## src/sv/vco_tune_step_calibrator_core_macros.svh

```systemverilog
// ----------------------------------------------------------------------------
// vco tune step calibrator assertion macros
// shared concurrent assertion forms, reset-qualified
// ----------------------------------------------------------------------------
`ifndef VCO_TUNE_STEP_CALIBRATOR_CORE_MACROS_SVH
`define VCO_TUNE_STEP_CALIBRATOR_CORE_MACROS_SVH

// same-cycle implication
`define VTSC_ASSERT_IMP(label, clk, rst_n, ante, cons, msg) \
	label: assert property (@(posedge clk) disable iff (!rst_n) (ante) |-> (cons)) \
		else $error(msg);

// next-cycle implication
`define VTSC_ASSERT_NXT(label, clk, rst_n, ante, cons, msg) \
	label: assert property (@(posedge clk) disable iff (!rst_n) (ante) |=> (cons)) \
		else $error(msg);

`endif

```

## src/sv/vtsc_pkg.sv

```systemverilog
// ----------------------------------------------------------------------------
// vtsc_pkg
// types and constants shared by the vco tune step calibrator
// ----------------------------------------------------------------------------
package vtsc_pkg;

	localparam int unsigned CFG_IDX_W = 4;
	localparam int unsigned CFG_DATA_W = 32;
	localparam int unsigned QUO_W = 32;

	localparam logic [CFG_IDX_W-1:0] REG_PERIOD_NUM = 4'd0;
	localparam logic [CFG_IDX_W-1:0] REG_FREQ_START = 4'd1;
	localparam logic [CFG_IDX_W-1:0] REG_FREQ_STEP  = 4'd2;
	localparam logic [CFG_IDX_W-1:0] REG_HOLD_LIMIT = 4'd3;
	localparam logic [CFG_IDX_W-1:0] REG_LEVEL_MAX  = 4'd4;
	localparam logic [CFG_IDX_W-1:0] REG_LEVEL_OFS  = 4'd5;
	localparam logic [CFG_IDX_W-1:0] REG_RAIL_LIMIT = 4'd6;
	localparam logic [CFG_IDX_W-1:0] REG_NEAR_BAND  = 4'd7;

	localparam logic [15:0] PERIOD_SAT = 16'hFFFF;
	localparam logic [15:0] COUNT_SAT  = 16'hFFFF;

	typedef struct packed {
		logic [31:0] period_numerator;
		logic [31:0] freq_start;
		logic [23:0] freq_step;
		logic [15:0] hold_limit;
		logic [11:0] level_max;
		logic [11:0] level_offset;
		logic [15:0] rail_limit;
		logic [7:0]  near_band;
	} cfg_t;

	localparam cfg_t CFG_RESET = '{
		period_numerator: 32'd0,
		freq_start:       32'd0,
		freq_step:        24'd0,
		hold_limit:       16'd100,
		level_max:        12'd3000,
		level_offset:     12'd112,
		rail_limit:       16'd100,
		near_band:        8'd2
	};

	typedef struct packed {
		logic        ready;
		logic [15:0] period;
	} tgt_t;

endpackage

```

## src/sv/vco_tune_step_calibrator_core.sv

```systemverilog
// ----------------------------------------------------------------------------
// vco_tune_step_calibrator_core
// oscillator tuning dac calibration, one measured period per request
// ----------------------------------------------------------------------------
// output: result registered, valid in the cycle after the request is taken
// throughput: one request per cycle while the target period is current and the output is not stalled
// a step advance or a write to the numerator or frequency registers
// reloads the target through the bit-serial multiply over the step index,
// the divisor sum and the bit-serial restoring divider
// reset: asynchronous, control and config registers to defaults, target computed before input
// ----------------------------------------------------------------------------
`include "vco_tune_step_calibrator_core_macros.svh"

module vco_tune_step_calibrator_core #(
	parameter int unsigned STEPS    = 256,
	parameter int unsigned DAC_BITS = 12
) (
	input  logic                                 clk,
	input  logic                                 arst_n,
	input  logic                                 in_valid,
	output logic                                 in_ready,
	input  logic [15:0]                          measured_period,
	output logic                                 out_valid,
	input  logic                                 out_ready,
	output logic [11:0]                          dac_level,
	output logic                                 entry_write,
	output logic [8:0]                           entry_index,
	output logic [11:0]                          entry_value,
	output logic                                 done_res,
	output logic                                 device_error,
	input  logic                                 cfg_valid,
	output logic                                 cfg_ready,
	input  logic [vtsc_pkg::CFG_IDX_W-1:0]       cfg_index,
	input  logic [vtsc_pkg::CFG_DATA_W-1:0]      cfg_data
);

	localparam int unsigned IW = $clog2(STEPS + 2);
	localparam logic [16:0] CODE_MAX = 17'((1 << DAC_BITS) - 1);

	vtsc_pkg::cfg_t  cfg;
	vtsc_pkg::tgt_t  tgt;
	logic            refresh;
	logic            req_q;

	logic [11:0]     level_q;
	logic [IW-1:0]   step_q;
	logic [15:0]     hold_q;
	logic [15:0]     rail_q;
	logic            err_q;

	logic            out_valid_q;
	logic [11:0]     dac_level_q;
	logic            entry_write_q;
	logic [8:0]      entry_index_q;
	logic [11:0]     entry_value_q;
	logic            done_q;
	logic            device_error_q;

	logic            accept;
	logic [11:0]     lmax;
	logic            active;
	logic            match;
	logic [15:0]     hold_inc;
	logic            adv;
	logic [15:0]     period_gap;
	logic            near;
	logic            go_up;
	logic            go_dn;
	logic            railed;
	logic [15:0]     rail_inc;
	logic            trip;
	logic [11:0]     entry_val;
	logic [11:0]     level_nx;
	logic [IW-1:0]   step_nx;
	logic [15:0]     hold_nx;
	logic [15:0]     rail_nx;
	logic            err_nx;

	assign cfg_ready = 1'b1;

	vtsc_cfg u_cfg (
		.clk      (clk),
		.arst_n   (arst_n),
		.wr_en    (cfg_valid),
		.wr_index (cfg_index),
		.wr_data  (cfg_data),
		.cfg      (cfg),
		.refresh  (refresh)
	);

	vtsc_target #(
		.IW (IW)
	) u_target (
		.clk    (clk),
		.arst_n (arst_n),
		.req    (req_q),
		.cfg    (cfg),
		.index  (step_q),
		.tgt    (tgt)
	);

	assign in_ready = tgt.ready && (!out_valid_q || out_ready);
	assign accept = in_valid && in_ready;

	always_comb begin
		lmax = ({5'd0, cfg.level_max} < CODE_MAX) ? cfg.level_max : CODE_MAX[11:0];
		active = !err_q && (step_q <= IW'(STEPS));
		match = measured_period == tgt.period;
		hold_inc = (hold_q == vtsc_pkg::COUNT_SAT) ? hold_q : hold_q + 16'd1;
		adv = active && match && (hold_inc > cfg.hold_limit);
		period_gap = (measured_period > tgt.period) ? measured_period - tgt.period :
			tgt.period - measured_period;
		near = period_gap < {8'd0, cfg.near_band};
		go_up = (measured_period < tgt.period) && (level_q < lmax);
		go_dn = (measured_period > tgt.period) && (level_q != 12'd0);
		railed = (level_q >= lmax) || (level_q == 12'd0);
		rail_inc = (rail_q == vtsc_pkg::COUNT_SAT) ? rail_q : rail_q + 16'd1;
		trip = rail_inc > cfg.rail_limit;
		entry_val = (level_q > cfg.level_offset) ? level_q - cfg.level_offset : 12'd0;

		level_nx = level_q;
		step_nx = step_q;
		hold_nx = hold_q;
		rail_nx = rail_q;
		err_nx = err_q;
		if (active) begin
			if (match) begin
				hold_nx = adv ? 16'd0 : hold_inc;
				if (adv)
					step_nx = step_q + IW'(1);
			end else begin
				hold_nx = (near && hold_q != 16'd0) ? hold_q - 16'd1 : 16'd0;
				priority if (go_up) begin
					level_nx = level_q + 12'd1;
				end else if (go_dn) begin
					level_nx = level_q - 12'd1;
				end else if (railed) begin
					rail_nx = trip ? 16'd0 : rail_inc;
					err_nx = err_q || trip;
				end
			end
		end
	end

	always_ff @(posedge clk or negedge arst_n) begin
		if (!arst_n) begin
			req_q <= 1'b1;
			level_q <= '0;
			step_q <= '0;
			hold_q <= '0;
			rail_q <= '0;
			err_q <= 1'b0;
			out_valid_q <= 1'b0;
		end else begin
			req_q <= refresh || (accept && adv);
			if (accept) begin
				level_q <= level_nx;
				step_q <= step_nx;
				hold_q <= hold_nx;
				rail_q <= rail_nx;
				err_q <= err_nx;
				out_valid_q <= 1'b1;
			end else if (out_ready) begin
				out_valid_q <= 1'b0;
			end
		end
	end

	always_ff @(posedge clk) begin
		if (accept) begin
			dac_level_q <= level_nx;
			entry_write_q <= adv;
			entry_index_q <= adv ? 9'(step_q) : 9'd0;
			entry_value_q <= adv ? entry_val : 12'd0;
			done_q <= step_nx > IW'(STEPS);
			device_error_q <= err_nx;
		end
	end

	assign out_valid = out_valid_q;
	assign dac_level = dac_level_q;
	assign entry_write = entry_write_q;
	assign entry_index = entry_index_q;
	assign entry_value = entry_value_q;
	assign done_res = done_q;
	assign device_error = device_error_q;

	`VTSC_ASSERT_NXT(a_adv_stalls_input, clk, arst_n, accept && adv, !in_ready, "request taken while target period stale")
	`VTSC_ASSERT_NXT(a_cfg_stalls_input, clk, arst_n, refresh, !in_ready, "request taken before target reload")
	`VTSC_ASSERT_NXT(a_error_sticky, clk, arst_n, err_q, err_q, "error flag cleared")
	`VTSC_ASSERT_IMP(a_entry_without_error, clk, arst_n, out_valid_q && entry_write_q, !device_error_q, "entry written while error set")

endmodule

```

## src/sv/vtsc_cfg.sv

```systemverilog
// ----------------------------------------------------------------------------
// vtsc_cfg
// configuration register file, flags writes that change the target period
// ----------------------------------------------------------------------------
module vtsc_cfg (
	input  logic                                 clk,
	input  logic                                 arst_n,
	input  logic                                 wr_en,
	input  logic [vtsc_pkg::CFG_IDX_W-1:0]       wr_index,
	input  logic [vtsc_pkg::CFG_DATA_W-1:0]      wr_data,
	output vtsc_pkg::cfg_t                       cfg,
	output logic                                 refresh
);

	vtsc_pkg::cfg_t cfg_q;

	always_ff @(posedge clk or negedge arst_n) begin
		if (!arst_n) begin
			cfg_q <= vtsc_pkg::CFG_RESET;
		end else if (wr_en) begin
			unique case (wr_index)
				vtsc_pkg::REG_PERIOD_NUM: cfg_q.period_numerator <= wr_data;
				vtsc_pkg::REG_FREQ_START: cfg_q.freq_start <= wr_data;
				vtsc_pkg::REG_FREQ_STEP:  cfg_q.freq_step <= wr_data[23:0];
				vtsc_pkg::REG_HOLD_LIMIT: cfg_q.hold_limit <= wr_data[15:0];
				vtsc_pkg::REG_LEVEL_MAX:  cfg_q.level_max <= wr_data[11:0];
				vtsc_pkg::REG_LEVEL_OFS:  cfg_q.level_offset <= wr_data[11:0];
				vtsc_pkg::REG_RAIL_LIMIT: cfg_q.rail_limit <= wr_data[15:0];
				vtsc_pkg::REG_NEAR_BAND:  cfg_q.near_band <= wr_data[7:0];
				default: ;
			endcase
		end
	end

	assign cfg = cfg_q;
	assign refresh = wr_en && (wr_index == vtsc_pkg::REG_PERIOD_NUM ||
		wr_index == vtsc_pkg::REG_FREQ_START || wr_index == vtsc_pkg::REG_FREQ_STEP);

endmodule

```

## src/sv/vtsc_target.sv

```systemverilog
// ----------------------------------------------------------------------------
// vtsc_target
// target period unit: bit-serial step multiply, then bit-serial restoring
// division of the numerator, quotient saturated to 16 bits
// ----------------------------------------------------------------------------
`include "vco_tune_step_calibrator_core_macros.svh"

module vtsc_target #(
	parameter int unsigned IW = 9
) (
	input  logic             clk,
	input  logic             arst_n,
	input  logic             req,
	input  vtsc_pkg::cfg_t   cfg,
	input  logic [IW-1:0]    index,
	output vtsc_pkg::tgt_t   tgt
);

	localparam int unsigned PW = 24 + IW;
	localparam int unsigned DW = ((PW > 32) ? PW : 32) + 1;
	localparam int unsigned CW = $clog2(((IW > vtsc_pkg::QUO_W) ? IW : vtsc_pkg::QUO_W) + 1);

	localparam logic [1:0] ST_IDLE = 2'd0;
	localparam logic [1:0] ST_MUL  = 2'd1;
	localparam logic [1:0] ST_ADD  = 2'd2;
	localparam logic [1:0] ST_DIV  = 2'd3;

	logic [1:0]                  state_q;
	logic [CW-1:0]               cnt_q;
	logic [PW-1:0]               acc_q;
	logic [PW-1:0]               mcand_q;
	logic [IW-1:0]               mplier_q;
	logic [DW-1:0]               den_q;
	logic [DW-1:0]               rem_q;
	logic [vtsc_pkg::QUO_W-1:0]  num_q;
	logic [vtsc_pkg::QUO_W-1:0]  quo_q;
	logic [15:0]                 period_q;

	logic [DW:0]                 rem_sh;
	logic                        ge;
	logic [DW-1:0]               rem_nx;
	logic [vtsc_pkg::QUO_W-1:0]  quo_nx;
	logic                        last_div;

	always_comb begin
		rem_sh = {rem_q, num_q[vtsc_pkg::QUO_W-1]};
		ge = rem_sh >= {1'b0, den_q};
		rem_nx = ge ? DW'(rem_sh - {1'b0, den_q}) : rem_sh[DW-1:0];
		quo_nx = {quo_q[vtsc_pkg::QUO_W-2:0], ge};
		last_div = cnt_q == CW'(vtsc_pkg::QUO_W - 1);
	end

	always_ff @(posedge clk or negedge arst_n) begin
		if (!arst_n) begin
			state_q <= ST_IDLE;
			cnt_q <= '0;
		end else if (req) begin
			state_q <= ST_MUL;
			cnt_q <= '0;
		end else begin
			unique case (state_q)
				ST_IDLE: ;
				ST_MUL: begin
					cnt_q <= cnt_q + CW'(1);
					if (cnt_q == CW'(IW - 1))
						state_q <= ST_ADD;
				end
				ST_ADD: begin
					state_q <= ST_DIV;
					cnt_q <= '0;
				end
				ST_DIV: begin
					cnt_q <= cnt_q + CW'(1);
					if (den_q == '0 || last_div)
						state_q <= ST_IDLE;
				end
			endcase
		end
	end

	always_ff @(posedge clk) begin
		if (req) begin
			acc_q <= '0;
			mcand_q <= PW'(cfg.freq_step);
			mplier_q <= index;
		end else begin
			unique case (state_q)
				ST_IDLE: ;
				ST_MUL: begin
					if (mplier_q[0])
						acc_q <= acc_q + mcand_q;
					mcand_q <= mcand_q << 1;
					mplier_q <= mplier_q >> 1;
				end
				ST_ADD: begin
					den_q <= DW'(cfg.freq_start) + DW'(acc_q);
					rem_q <= '0;
					num_q <= cfg.period_numerator;
					quo_q <= '0;
				end
				ST_DIV: begin
					if (den_q == '0) begin
						period_q <= vtsc_pkg::PERIOD_SAT;
					end else begin
						rem_q <= rem_nx;
						num_q <= num_q << 1;
						quo_q <= quo_nx;
						if (last_div)
							period_q <= (|quo_nx[vtsc_pkg::QUO_W-1:16]) ?
								vtsc_pkg::PERIOD_SAT : quo_nx[15:0];
					end
				end
			endcase
		end
	end

	assign tgt.ready = (state_q == ST_IDLE) && !req;
	assign tgt.period = period_q;

	`VTSC_ASSERT_IMP(a_rem_below_den, clk, arst_n, state_q == ST_DIV && den_q != '0, rem_q < den_q, "partial remainder not below divisor")
	`VTSC_ASSERT_IMP(a_mul_count, clk, arst_n, state_q == ST_MUL, cnt_q < CW'(IW), "multiply ran past index width")
	`VTSC_ASSERT_NXT(a_add_to_div, clk, arst_n, state_q == ST_ADD && !req, state_q == ST_DIV, "divisor sum not followed by division")

endmodule

```

## config.mk

```make
export PLATFORM = sky130hd
export DESIGN_NAME = vco_tune_step_calibrator_core
export DESIGN_NICKNAME = d
export VERILOG_FILES = /design/src/sv/vtsc_pkg.sv /design/src/sv/vco_tune_step_calibrator_core.sv /design/src/sv/vtsc_cfg.sv /design/src/sv/vtsc_target.sv
export VERILOG_INCLUDE_DIRS = /design/src /design/src/sv
export SDC_FILE = /design/constraint.sdc
export NUM_CORES = 1
export LEC_CHECK = 0
export BUFFER_PORTS_ARGS = -buffer_cell sky130_fd_sc_hd__buf_2
export CAP_MARGIN = 25
export CORE_MARGIN = 2
export CORE_UTILIZATION = 40
export CTS_CLUSTER_DIAMETER = 120
export CTS_CLUSTER_SIZE = 10
export DETAILED_ROUTE_END_ITERATION = 8
export HOLD_SLACK_MARGIN = 0.08
export PLACE_DENSITY = 0.66
export SLEW_MARGIN = 10
export SYNTH_ARGS = -nofsm -noshare
export SYNTH_HDL_FRONTEND = slang
export SYNTH_SLANG_ARGS = --single-unit
```

## constraint.sdc

```tcl
create_clock -name clk -period 16.7 [get_ports clk]
set_input_delay 1.67 -clock clk [delete_from_list [all_inputs] [get_ports clk]]
set_output_delay 1.67 -clock clk [all_outputs]
set_load 0.005 [all_outputs]
```

# [Yosys cells after proc, flatten, opt, wreduce, memory -nomap -nowiden]
# Cells that the tools add are included.
[classes] n_addsub=13 order_cmp=12 n_eq_ne=18 n_mux=41 bitwise=4 reduce_logical=51
[op_table] cell="two-way mux 16 bit" count=9
[op_table] cell="two-way mux 34 bit" count=2
[op_table] cell="one-hot mux 34 bit (2 select lines)" count=1
[op_table] cell="one-hot mux 32 bit (2 select lines)" count=1
[op_table] cell="one-hot mux 31 bit (2 select lines)" count=1
[op_table] cell="two-way mux 12 bit" count=5
[op_table] cell="> comparator 16 bit" count=3
[op_table] cell="two-way mux 24 bit" count=2
[op_table] cell="two-way mux 9 bit" count=5
[op_table] cell=">= comparator 35 x 34 -> 1 bit" count=1
[op_table] cell="adder 32 x 33 -> 34 bit" count=1
[op_table] cell="logical NOT 34 bit" count=1
[op_table] cell="subtractor 34 bit" count=1
[op_table] cell="adder 33 bit" count=1
[op_table] cell="adder 16 x 1 -> 16 bit, second input constant" count=2
[op_table] cell="equality test 16 bit, second input constant" count=2
[op_table] cell="two-way mux 32 bit" count=1
[op_table] cell="subtractor 16 bit" count=2
[op_table] cell="two-way mux 31 bit" count=1
[op_table] cell="AND reduction 2 bit" count=12
[op_table] cell="equality test 16 bit" count=1
[op_table] cell="equality test 4 x 3 -> 1 bit, second input constant" count=4
[op_table] cell="< comparator 16 bit" count=1
[op_table] cell="< comparator 16 x 8 -> 1 bit" count=1
[op_table] cell="41 further kinds" count=78
[totals] ff_bits=474 in_bits=57 out_inout_bits=39 wordCells=171

# [Longest topological paths before layout]
# Gate-level depths: netlist of run 1.
[logic_depth] word_depth=9 ltp_mapped=25 depth_no_buf=23

# [Modules after synthesis]
# From an unflattened synthesis of run 1, not the netlist that was laid out.
[unflattened] hier_cells=2779 hier_area_um2=28845.2
[modules_own_cells] mod="vtsc_target" instances=1 cells_per_inst=1377 area_per_inst_um2=14151.1 seq_area_each_um2=6446.2
[modules_own_cells] mod="vco_tune_step_calibrator_core" instances=1 cells_per_inst=1071 area_per_inst_um2=8879.8 seq_area_each_um2=2483.6
[modules_own_cells] mod="vtsc_cfg" instances=1 cells_per_inst=331 area_per_inst_um2=5814.3 seq_area_each_um2=3824.9

# [Worst setup path before layout of run 1]
# OpenSTA, ideal clock, no wires.
[synth_path] kind="reg-to-reg" startpoint="register u_target.den_q[1]" endpoint="register u_target.num_q[0] (netlist name), enable pin" setup_time_ns=0.585 arrival_time_ns=5.654 required_time_ns=16.115 setup_slack_ns=10.461 path_stages_with_launch=7 path_buffers=1 period_less_slack_ns=6.239 cell_sequence="edfxtp_1 -> nor4_1 -> and4_1 -> nand4_1 -> nor4_1 -> clkbuf_1 -> a21oi_1"
[synth_via] elab_chain_cells=3
[synth_lines] item="from (decl)" line="vtsc_target.sv:33" text="logic [DW-1:0] den_q;"
[synth_lines] item="from (signal assigned)" line="vtsc_target.sv:96" text="den_q <= DW'(cfg.freq_start) + DW'(acc_q);"
[synth_lines] item="logical NOT 34 bit" line="vtsc_target.sv:102" text="if (den_q == '0) begin"
[synth_lines] item="inequality test 2 bit (no line)"
[synth_lines] item="AND reduction 3 bit (no line)"
[synth_lines] item="to (signal assigned)" line="vtsc_target.sv:98" text="num_q <= cfg.period_numerator;"
[synth_lines] item="to (signal assigned)" line="vtsc_target.sv:106" text="num_q <= num_q << 1;"
[synth_lines] item="to (decl)" line="vtsc_target.sv:35" text="logic [vtsc_pkg::QUO_W-1:0] num_q;"
# Every way passes these cells.
# A chain may end at the register's enable or synchronous reset.

# [Worst setup path after layout of run 1]
[layout_path] startpoint="input port measured_period[4]" endpoint="register hold_q[14]"
[layout_via] elab_chain_cells=6 word_cells_on_any_way=12 classes_between="add/sub (2); order compare (2); eq/ne (1); mux (4); reduce/logical (3)"
[layout_lines] item="from (decl)" line="vco_tune_step_calibrator_core.sv:22" text="input logic [15:0] measured_period,"
[layout_lines] item="subtractor 16 bit, or another cell as far along" line="vco_tune_step_calibrator_core.sv:112" text="tgt.period - measured_period;"
[layout_lines] item="two-way mux 16 bit" line="vco_tune_step_calibrator_core.sv:111" text="period_gap = (measured_period > tgt.period) ? measured_period - tgt.period :"
[layout_lines] item="< comparator 16 x 8 -> 1 bit" line="vco_tune_step_calibrator_core.sv:113" text="near = period_gap < {8'd0, cfg.near_band};"
[layout_lines] item="logical AND 1 bit" line="vco_tune_step_calibrator_core.sv:132" text="hold_nx = (near && hold_q != 16'd0) ? hold_q - 16'd1 : 16'd0;"
[layout_lines] item="two-way mux 16 bit" line="vco_tune_step_calibrator_core.sv:132"
[layout_lines] item="two-way mux 16 bit *" line="vco_tune_step_calibrator_core.sv:127" text="if (match) begin"
[layout_lines] item="to (signal assigned)" line="vco_tune_step_calibrator_core.sv:159" text="hold_q <= hold_nx;"
[layout_lines] item="to (decl)" line="vco_tune_step_calibrator_core.sv:47" text="logic [15:0] hold_q;"
# Every way passes the cells marked *; elsewhere a longest branch is shown, timed or not.

==> results.json, run 1 <==
{
  "outcome": "finished, final reports clean",
  "worstReg2RegStart": "u_target.period_q[4]",
  "core_region_area_um2": 68830,
  "timing.clock.skew_ns": 0.05084,
  "postSynthNetCount": 3097,
  "fin_nets": 3165,
  "yosys.cell_types.count": 84,
  "critical_path.slowest_cell": "a21oi_4",
  "min-delay-path-class": "flip-flop to flip-flop",
  "grt_first_pass_wirelength_um": 106600,
  "multi_input_area_um2": 14010,
  "synth_sequential_area_ratio_pct": 45.66,
  "final.setup.tns_ns": 0,
  "stdcell_area_um2": 30980,
  "via_count_of_the_first_global_routing_pass": 19850,
  "irDropWorstVdd_mv": 0.07865,
  "dpl.hpwl_um": 46560,
  "cts.clk_slew.worst_paths_ns": 0.07,
  "required_ns": 17.25,
  "final_period_util_pct": 37.81,
  "worst-r2r-setup-slack_ns": 11.15,
  "port-buffer-count": 94,
  "floorplan.rows": 96,
  "num_antenna_cells": 0,
  "routed-via-count": 20800,
  "drv.max_cap_violation_count": 0,
  "grt-ovfl-total": 0,
  "antenna_violating_nets_post_route": 0,
  "post_cts.resized_instances": 0,
  "clock_tree.root_cell": "clkbuf_16",
  "worst_hold_path_cells": 2,
  "syn_avg_cell_area_um2": 9.867,
  "postPlaceCellArea_um2": 29360,
  "synth_ff_type": "edfxtp_1",
  "power_density_nw_per_um2": 157.6,
  "tritoncts_clock_tree": "yes",
  "initial_core_util_pct": 40.59,
  "combined_area_of_all_synthesized_cells_um2": 27930,
  "grt_util_all_layers_pct": 18.37,
  "whs_endpoint": "u_target.acc_q[21]",
  "clk_latency_ns": 0.64,
  "async_reset_ff_share_pct": 45.57,
  "synth_top_area_share_pct": 23.22,
  "yosys-top-cells-count": "nand2_1 (331), edfxtp_1 (216), ha_1 (203), nor2_1 (202), inv_1 (200)",
  "max_slew_margin_pct": 29.87,
  "tritoncts.num_buffers": 53,
  "routed_wirelength_um": 66290,
  "yosysMostFrequentCell": "nand2_1",
  "layout-drive-gt1-share_pct": 12.43,
  "synthTopCellsByArea": "edfxtp_1 (23%), dfrtp_1 (18%), ha_1 (9.1%)",
  "syn_to_final_growth_pct": 10.92,
  "critical_path.endpoint_type": "flip-flop",
  "highest_cell_delay_on_the_worst_timing_path_ns": 0.49,
  "ff2ff_path_depth": 21,
  "setup_violation_total_in_the_final_timing_report": 0,
  "final-max-slew-violation-count": 0,
  "wl_per_cell_um": 17.11,
  "worst_r2r_endpoint": "hold_q[14]",
  "critical_path_peak_fanout": 22,
  "maximum_number_of_pins_on_one_net_before_global_route_repair": 94,
  "clock_path_buffers": 3,
  "finalCriticalPeriod_ns": 6.314,
  "via_density_per_instance": 5.369,
  "worstHoldStart": "u_target.acc_q[21]",
  "final-hold-violation-count": 0,
  "post-cts-setup-buffers": 0,
  "regArea_um2": 12760,
  "gp_routability_congestion": 0.9031,
  "cts_hold_buf": 0,
  "firstDrtPassIters": 5,
  "drt_first_iter_violations": 1205,
  "fillCellCount": 6502,
  "io_pins": 96,
  "p_leak_nw": 13.56,
  "synth-edff-count": 216,
  "drc_errors": 0,
  "timing.setup.critical_path_class": "primary input to flip-flop",
  "path_cells": "buf_2, inv_1, ha_1, nand2_1, or3_1, a2111oi_2, o21ai_1, a21oi_4, mux2i_1, o221ai_1, a221oi_1, o21ai_0, xor2_1, ha_1, nor2b_1, o21ai_0, nand2_1, nor4_1, nand4_1, nor2_1, buf_4, a22oi_1, o22ai_1",
  "fmax_mhz": 158.4,
  "clock_sink_count": 474,
  "worstMarginPinSlew_ns": 1.043,
  "floorplan.die_area_um2": 71960,
  "width_of_the_die_um": 268.3,
  "synthCells": 2831,
  "yosysWarningCount": 0,
  "register_bit_count_reported_by_yosys": 474,
  "critical_path_arrival_ns": 6.86,
  "antenna_found_initial": 0,
  "die_h_um": 268.3,
  "ctsHtreeMaxLevel": 2,
  "setup_crit_start_kind": "primary input",
  "post-synth-top-area-cell": "edfxtp_1",
  "setup_repair_after_global_routing_missed_its_margin": "false"
}
-- cells in the final DEF (no fill, tap or decap), types with 17 or more instances in the layout --
cell / netlist / layout
o21ai_0: 141 / 141
and2_1: 20 / 20
mux2i_1: 22 / 22
a31oi_1: 30 / 30
a21oi_1: 196 / 194
dfstp_2: 18 / 17
clkbuf_16: 0 / 53
a21o_1: 64 / 64
xor2_1: 51 / 51
clkbuf_1: 82 / 43
nor3_1: 54 / 53
xnor2_1: 103 / 103
nand3_1: 57 / 57
and3_1: 52 / 52
inv_1: 200 / 200
dfrtp_1: 198 / 198
buf_4: 5 / 25
ha_1: 203 / 203
nand4_1: 34 / 34
nor4_1: 27 / 26
mux2_2: 138 / 138
edfxtp_1: 216 / 216
dfxtp_1: 42 / 42
nand2b_1: 31 / 30
o21a_1: 34 / 34
buf_2: 13 / 93
nor2b_1: 27 / 27
nor2_1: 202 / 201
or3_1: 28 / 28
nand2_1: 331 / 330
-- worst max-delay path by stage --
stage / to / slack [ns] / from
6_report: hold_q[14] / 10.39 / measured_period[4]
2_1_floorplan: u_target.num_q[0] / 10.46 / u_target.den_q[1]
3_3_place_gp: hold_q[14] / 9.98 / measured_period[4]
3_5_place_dp: hold_q[14] / 9.81 / measured_period[4]
4_1_cts: hold_q[14] / 10.47 / measured_period[4]
5_1_grt: hold_q[14] / 9.98 / measured_period[0]
-- where the power goes --
group | total (mW) | internal, mW | switching, mW | leakage, nW
clock network | 1.09 | 0.603 | 0.484 | 0.741
registers | 1.83 | 1.63 | 0.202 | 5.03
logic | 1.96 | 0.824 | 1.14 | 7.79
total | 4.88 | 3.06 | 1.83 | 13.6
-- stage by stage --
stage	hold WS [ns]	setup WS, ns	util (%)	power, mW	instances
floorplan	0.4494	10.46	-	3.328	2831
global placement	0.4630	9.978	42.66	3.762	3773
detailed placement	0.4702	9.814	42.66	3.798	3773
CTS	0.4724	10.47	44.95	4.911	3873
global route	0.4871	9.980	45.02	5.245	3875
finish	0.4760	10.39	45.02	4.884	3875
-- critical path, delay by kind of cell --
family	cells	cell delay [ns]
xor+xnor	1	0.22
compound gates	9	2.18
buf+inv	3	0.41
mux	1	0.34
simple gates	7	1.32
fa+ha+maj	2	0.71
-- area by class of cell --
class,count,share of cell area (%)
clock buffers,96,4.802
clock inverters,4,0.2867
inverters,201,2.435
multi-input cells,2048,45.23
flip-flops and latches,474,41.18
well taps,931,3.760
repair buffers,121,2.310
-- flip-flops by register name, summed over array words and instances, names as in the netlist, 31 cells and up --
name,count
u_cfg.cfg,152
u_target.acc_q,33
u_target.den_q,34
u_target.mcand_q,33
u_target.num_q,32
u_target.quo_q,31
u_target.rem_q,34
-- kinds of logic after synthesis --
logic type               Yosys count  synth area share (%)
AO/OA/AOI/OAI                    611                 13.68
XOR/XNOR                         154                 4.829
adder cells (fa/ha/maj)          209                 9.523
buffers and inverters            309                 4.358
flip-flops                       474                 45.66
multiplexers                     160                 6.352
other                              1               0.01342
AND/OR/NAND/NOR                  913                 15.58
-- metal layers --
metal	track usage [%]	routed length, µm	up-vias
li1	-	-	10230
met1	25.69	31230	10100
met2	30.03	30970	383
met3	2.263	2684	84
met4	4.998	1404	0
met5	0	0	-
Power figures use the tool's default switching activity.
==> run 2, diff against run 1 <==
Clock period 16.7 ns to 5.9 ns, I/O delays scaled along.
==> results.json, run 2 (synthesized netlist as in run 1, its figures left out) <==
{
  "routed-via-count": 20700,
  "cts.clk_slew.worst_paths_ns": 0.06,
  "worstMarginPinSlew_ns": 0.9434,
  "ctsHtreeMaxLevel": 2,
  "core_region_area_um2": 68830,
  "drv.max_cap_violation_count": 0,
  "final-max-slew-violation-count": 0,
  "grt_first_pass_wirelength_um": 107100,
  "drt_first_iter_violations": 1306,
  "setup_crit_start_kind": "flip-flop",
  "gp_routability_congestion": 0.8807,
  "via_count_of_the_first_global_routing_pass": 20090,
  "p_leak_nw": 13.59,
  "max_slew_margin_pct": 37.11,
  "routed_wirelength_um": 65740,
  "final_period_util_pct": 87.76,
  "clock_tree.root_cell": "clkbuf_16",
  "timing.setup.critical_path_class": "flip-flop to flip-flop",
  "worstReg2RegStart": "u_target.period_q[4]",
  "critical_path.n_buffers_inverters": 1,
  "outcome": "finished, final reports clean",
  "groute.layer.met2.usage_pct": 29.83,
  "irDropWorstVdd_mv": 0.2231,
  "timing.clock.skew_ns": 0.05048,
  "final-hold-violation-count": 0,
  "num_antenna_cells": 0,
  "power_density_nw_per_um2": 446.1,
  "critical_path_peak_fanout": 22,
  "grt_util_all_layers_pct": 18.40,
  "layout-drive-gt1-share_pct": 12.58,
  "min-delay-path-class": "primary input to flip-flop",
  "groute.layer.met3.usage_pct": 2.822,
  "post-cts-setup-buffers": 0,
  "floorplan.rows": 96,
  "grtUsageMet1_pct": 25.85,
  "gr-max-usage-layer": "met2",
  "clock_path_buffers": 3,
  "post_layout_nonfiller_instances": 3881,
  "antenna_violating_nets_post_route": 0,
  "clk_latency_ns": 0.64,
  "multi_input_area_um2": 14010,
  "layout.cells.most_common_list": "nand2_1 (330), edfxtp_1 (216), ha_1 (203)",
  "highest_cell_delay_on_the_worst_timing_path_ns": 0.46,
  "drc_errors": 0,
  "worstHoldStart": "cfg_data[24]",
  "tritoncts_clock_tree": "yes",
  "post_cts.resized_instances": 0,
  "maximum_number_of_pins_on_one_net_before_global_route_repair": 132,
  "critical_path.endpoint_type": "flip-flop",
  "fin_total_pwr_mw": 13.84,
  "final.setup.tns_ns": 0,
  "port-buffer-count": 94,
  "firstDrtPassIters": 5,
  "dpl.cell_count": 3777,
  "postPlaceCellArea_um2": 29400,
  "width_of_the_die_um": 268.3,
  "regArea_um2": 12760,
  "hold-worst-slack_ns": 0.2381,
  "setup_violation_total_in_the_final_timing_report": 0,
  "io_pins": 96,
  "critical_path_arrival_ns": 5.72,
  "tritoncts.num_buffers": 53,
  "die_h_um": 268.3,
  "dpl.hpwl_um": 46370,
  "crit_family": "compound AO/OA/AOI/OAI gates",
  "number_of_flip_flops_under_the_largest_register_name": 152,
  "fin_nets": 3171,
  "grt-ovfl-total": 0,
  "fillCellCount": 6505,
  "antenna_found_initial": 0,
  "cts_hold_buf": 1,
  "via_density_per_instance": 5.333,
  "finalCriticalPeriod_ns": 5.178,
  "critical_path.slowest_cell": "ha_1",
  "fmax_mhz": 193.1,
  "wl_per_cell_um": 16.94,
  "floorplan.die_area_um2": 71960,
  "syn_to_final_growth_pct": 11.08,
  "mostFrequentLayoutCell": "nand2_1",
  "setup_repair_after_global_routing_missed_its_margin": "false",
  "stdcell_area_um2": 31030,
  "path_cells": "ha_1, nand2_1, or3_1, a2111oi_2, o21ai_1, a21oi_4, mux2i_1, o221ai_1, a221oi_1, o21ai_0, xor2_1, ha_1, nor2b_1, o21ai_0, nand2_1, nor4_1, nand4_1, nor2_1, buf_4, a22oi_1, o22ai_1",
  "worst-r2r-setup-slack_ns": 0.72,
  "required_ns": 6.45,
  "clock_sink_count": 474,
  "initial_core_util_pct": 40.59,
  "crit_path_start": "u_target.period_q[4]"
}
run 2: routing by layer:
layer	vias up	part of all wire, %
met2	381	46
met4	0	1.9
met1	9989	47
met5	-	0
met3	84	4.6
li1	10240	-
run 2: worst register-to-register path, stage by stage, from the launching register on:
cell and delay (ns):
edfxtp_1 0.38, ha_1 0.46, nand2_1 0.15, or3_1 0.44
a2111oi_2 0.38, o21ai_1 0.21, a21oi_4 0.17, mux2i_1 0.27
o221ai_1 0.17, a221oi_1 0.37, o21ai_0 0.16, xor2_1 0.24
ha_1 0.29, nor2b_1 0.13, o21ai_0 0.14, nand2_1 0.07
nor4_1 0.17, nand4_1 0.19, nor2_1 0.14, buf_4 0.26
a22oi_1 0.11, o22ai_1 0.18
run 2: path summary, 6_finish.rpt:
kind / endpoint / cells after the start
min in group asynchronous: level_q[9] / 2
max in group asynchronous: u_cfg.cfg[124] / 3
setup reg to reg: hold_q[15] / 21
hold reg to reg: u_target.mcand_q[31] / 2
hold / removal: u_cfg.cfg[112] / 2
setup / recovery: hold_q[15] / 21
run 2: metrics by stage:
step / util, % / setup slack (ns)
after floorplan: - / 1.014
after global placement: 42.72 / 0.5665
after detailed placement: 42.72 / 0.4473
after CTS: 45.02 / 0.7560
after global routing: 45.08 / 0.2479
final: 45.08 / 0.7223
run 2: report_power, final:
part	internal, mW	total, mW	switching, mW	leakage [nW]
sequential	4.62	5.18	0.567	5.03
clock	1.71	3.09	1.38	0.741
combinational	2.35	5.57	3.23	7.82
total	8.67	13.8	5.17	13.6
run 2: area by class of cell:
| type | instances | area share [%] |
|---|---|---|
| clock buffers | 96 | 4.795 |
| repair buffers | 127 | 2.460 |
| well taps | 931 | 3.754 |
| multi-input cells | 2048 | 45.16 |
| inverters | 201 | 2.432 |
| flip-flops and latches | 474 | 41.12 |
| clock inverters | 4 | 0.2782 |
